===== src/sv/byte_capacity_lru_cache_unit_defines.svh =====
// ----------------------------------------------------------------------------
// Assertion macros for the byte capacity LRU cache
// Shared concurrent check forms, clocked on clk and disabled in reset.
// ----------------------------------------------------------------------------
`ifndef BYTE_CAPACITY_LRU_CACHE_UNIT_DEFINES_SVH
`define BYTE_CAPACITY_LRU_CACHE_UNIT_DEFINES_SVH

// same-cycle implication
`define BLRU_ASSERT_NOW(label, ante, cons, msg) \
    label: assert property (@(posedge clk) disable iff (!rst_n) (ante) |-> (cons)) \
        else $error(msg);

// next-cycle implication
`define BLRU_ASSERT_NEXT(label, ante, cons, msg) \
    label: assert property (@(posedge clk) disable iff (!rst_n) (ante) |=> (cons)) \
        else $error(msg);

`endif


===== src/sv/blru_ram.sv =====
// ----------------------------------------------------------------------------
// blru_ram
// Simple dual-port RAM: one write port, one read port with registered data.
// ----------------------------------------------------------------------------
`timescale 1ns / 1ps

module blru_ram #(
    parameter int WIDTH = 8,
    parameter int DEPTH = 64
) (
    input  logic                                       clk,
    input  logic                                       we,
    input  logic [((DEPTH > 1) ? $clog2(DEPTH) : 1)-1:0] waddr,
    input  logic [WIDTH-1:0]                           wdata,
    input  logic [((DEPTH > 1) ? $clog2(DEPTH) : 1)-1:0] raddr,
    output logic [WIDTH-1:0]                           rdata
);
    logic [WIDTH-1:0] mem [DEPTH];

    always_ff @(posedge clk)
    begin
        if (we)
        begin
            mem[waddr] <= wdata;
        end
        rdata <= mem[raddr];
    end
endmodule


===== config.mk =====
export PLATFORM = sky130hd
export DESIGN_NAME = blru_ram
export DESIGN_NICKNAME = d
export VERILOG_FILES = /design/src/sv/byte_capacity_lru_cache_unit_defines.svh /design/src/sv/blru_ram.sv
export SDC_FILE = /design/constraint.sdc
export NUM_CORES = 1
export LEC_CHECK = 0
export BUFFER_PORTS_ARGS = -buffer_cell sky130_fd_sc_hd__buf_4
export CAP_MARGIN = 20
export CELL_PAD_IN_SITES_DETAIL_PLACEMENT = 0
export CELL_PAD_IN_SITES_GLOBAL_PLACEMENT = 1
export CORE_UTILIZATION = 40
export CTS_CLUSTER_SIZE = 25
export DETAILED_ROUTE_END_ITERATION = 12
export PLACE_DENSITY_LB_ADDON = 0.1
export SYNTH_ARGS = -nofsm -noshare
export SYNTH_HDL_FRONTEND = slang
export SYNTH_SLANG_ARGS = --single-unit

===== constraint.sdc =====
create_clock -name clk -period 1.9 [get_ports clk]
set_input_delay 0.285 -clock clk [delete_from_list [all_inputs] [get_ports clk]]
set_output_delay 0.285 -clock clk [all_outputs]
set_load 0.1 [all_outputs]

==> results.ini <==
[cells_and_area]
nNetsFinal = 1161
syn2layout_area_growth_pct = 20.31
design_area_mm2 = 0.02426
drive_gt1_share_pct = 36.07
num_antenna_cells = 0

[cts]
cts_buffer_depth = 3
h-tree-depth = 2
clk_pin_slew_ns = 0.06
cts_hold_buf = 0
numCtsBuffers = 55
clock-sinks = 520
cts_root_buf = clkbuf_16
clkLatencyLatePin_ns = 0.60
post_cts_buffers = 0
cts_tree = yes

[status]
status = finished, final reports clean

[synthesis]
synth_top_cell_area_share_pct = 76.24
synth-xor-area-share_pct = 0
async_flop_share_pct = 0
synth_nets = 962
synthMuxAreaShare_pct = 15.94
ys_seq_area_share_pct = 77.03
synthTopCellsByCount = edfxtp_1, mux4_2, nor2_1
synth_cells = 940
yosysWarnings = 0
synth_edf_count = 512
synth_compound_area_share_pct = 2.072
yosysMostFrequentCell = edfxtp_1
synthAdderAreaFrac_pct = 0
avgSynthCellArea_um2 = 21.45
ys_types = 40
yosys.area.top_type = edfxtp_1
synth_top_family_by_area = multiplexers
synth-seq-cells = 520
ys.flop_type = edfxtp_1
synthSimpleGateAreaFrac_pct = 3.388
synth_area_leaders = edfxtp_1, mux4_2, nor2_1, mux2i_1, dfxtp_1
syn_area_mm2 = 0.02017

[sta]
rsz0062_at_grt = yes
clock_skew_ns = 0.008215
fin_hold_ws_ns = 0.07752
fin_tns_setup_ns = 0
fin_ws_ns = 0.04253
slew_viol_final = 0
finalCriticalPeriod_ns = 1.857
finalHoldViolCount = 0
finalCritPeriodShare_pct = 97.76
maxSlewHeadroom_pct = 52.07
worst_pin_slew_ns = 0.7189
max_freq_mhz = 538.4
final-setup-viol-count = 0

[grt]
grt_pass1_vias = 10434
gr-total-overflow = 0
grt_max_degree = 65
grt_pass1_wl_um = 71790
antenna_found_initial = 0
track_usage_pct = 20.05

[routing]
first_pass_iters = 6
wl_per_cell_um = 26.53
ant_nets = 0
viasPerCell = 5.361
vias = 9891
drt_iter0_drc = 755
drc = 0
finalWirelength_um = 48960

[pwr]
cellLeakagePower_nw = 7.920
vdd_drop_max_uv = 639.6
p_per_area_mw_per_mm2 = 1032

[floorplanning]
core_area_mm2 = 0.04936
dieArea_mm2 = 0.05132
ios = 30
row_count = 81
die_x_um = 226.5
die_h_um = 226.5
initial_utilization_pct = 40.86

[worst_hold_path]
hp-class = primary input to flip-flop
worstHoldEndpoint = rdata[1]
whs_path_depth = 3
min_from = raddr[5]

[critical_path]
r2r_setup_slack_ns = 0.04
timing.rr.start = mem[50][5]
cp.arrival_ns = 2.33
r2r-end = rdata[5]
crit_fanout = 1
reg2reg_depth = 4
cp-end-kind = flip-flop
crit_path_start_kind = flip-flop
critPathKind = flip-flop to flip-flop
crit_required_ns = 2.37

[placed_design]
pre_cts_ws_ns = -0.6302
place_congestion = 0.7530
numPortBuffers = 29
dp_hpwl_um = 31630
place_area_mm2 = 0.02237

[run]
cap_violations = 0

-- registers in the layout, indices dropped and copies added, names as in the netlist --
name and count:
mem 512, rdata 8
-- final cells by class --
type | count | area [um^2]
fillers | 4139 | 25090
flip-flops and latches | 520 | 15530
multi-input cells | 369 | 4398
repair buffers | 193 | 1680
clock inverters | 25 | 277.8
clock buffers | 74 | 1540
well taps | 664 | 830.8
-- placed cells by master (no fill, tap or decap), types with 3 or more instances in the layout --
| master | instances |
|---|---|
| clkinv_2 | 10 |
| nand3b_1 | 3 |
| mux2_2 | 13 |
| buf_4 | 174 |
| nor3_1 | 4 |
| clkbuf_16 | 57 |
| a22oi_1 | 3 |
| dfxtp_1 | 8 |
| nand3_1 | 13 |
| a221oi_1 | 4 |
| bufinv_16 | 6 |
| o2bb2ai_1 | 3 |
| o221ai_1 | 8 |
| nand2_1 | 19 |
| buf_12 | 18 |
| a21oi_1 | 3 |
| mux2i_1 | 23 |
| mux4_2 | 126 |
| a211oi_1 | 4 |
| clkbuf_8 | 6 |
| edfxtp_1 | 512 |
| nand2b_1 | 7 |
| nor2b_1 | 14 |
| nor2_1 | 80 |
| clkinv_1 | 6 |
| o22ai_1 | 8 |
| clkbuf_1 | 12 |
-- stage by stage --
step                      total power, mW  instances  utilization, %
final                               25.05       1845           49.16
after global routing                25.79       1845           49.16
after floorplan                     13.80        940               -
after CTS                           25.34       1846           49.12
after detailed placement            14.54       1747           45.32
after global placement              14.54       1747           45.32
-- how the worst max path moves through the flow --
stage	start	to	slack, ns	cells past startpoint
final	mem[50][5]	rdata[5]	0.04	4
after detailed placement	raddr[0]	rdata[5]	-0.63	6
after global routing	mem[15][2]	rdata[2]	-0.007	5
after floorplan	raddr[1]	rdata[3]	0.007	7
after global placement	raddr[0]	rdata[5]	-0.62	6
after CTS	mem[15][0]	rdata[0]	0.02	5
-- power breakdown --
part / total [mW] / switching [mW] / leakage, nW / internal [mW]
Sequential: 12.7 / 0.0364 / 4.67 / 12.7
Clock: 10.8 / 4.30 / 0.894 / 6.46
Combinational: 1.56 / 0.947 / 2.35 / 0.612
-- logic make-up after synthesis --
logic type,count (synthesis)
flops,520
mux,162
simple gates,153
compound gates,54
buf+inv,51
-- routing by layer --
metal  vias to the layer above  global-route usage [%]  wire length (um)  share of wire [%]
met1                      5289                   28.37             22270                 45
met4                         0                   6.735              1324                2.7
met5                         -                       0                 0                  0
li1                       4332                       -                 -                  -
met3                        74                   2.993              1965                4.0
met2                       196                   31.87             23390                 48
-- critical path: stages, from the launching register on --
cell	delay [ns]
edfxtp_1	0.39
mux4_2	0.53
mux4_2	0.53
o21ai_4	0.20
o41ai_1	0.10
-- timing repair --
action	CTS	global route
endpoints found under the hold margin	0	0
pin swaps	2	1
setup endpoints to repair	7	4
resized for setup	11	6
(Power assumes the default switching activity.)
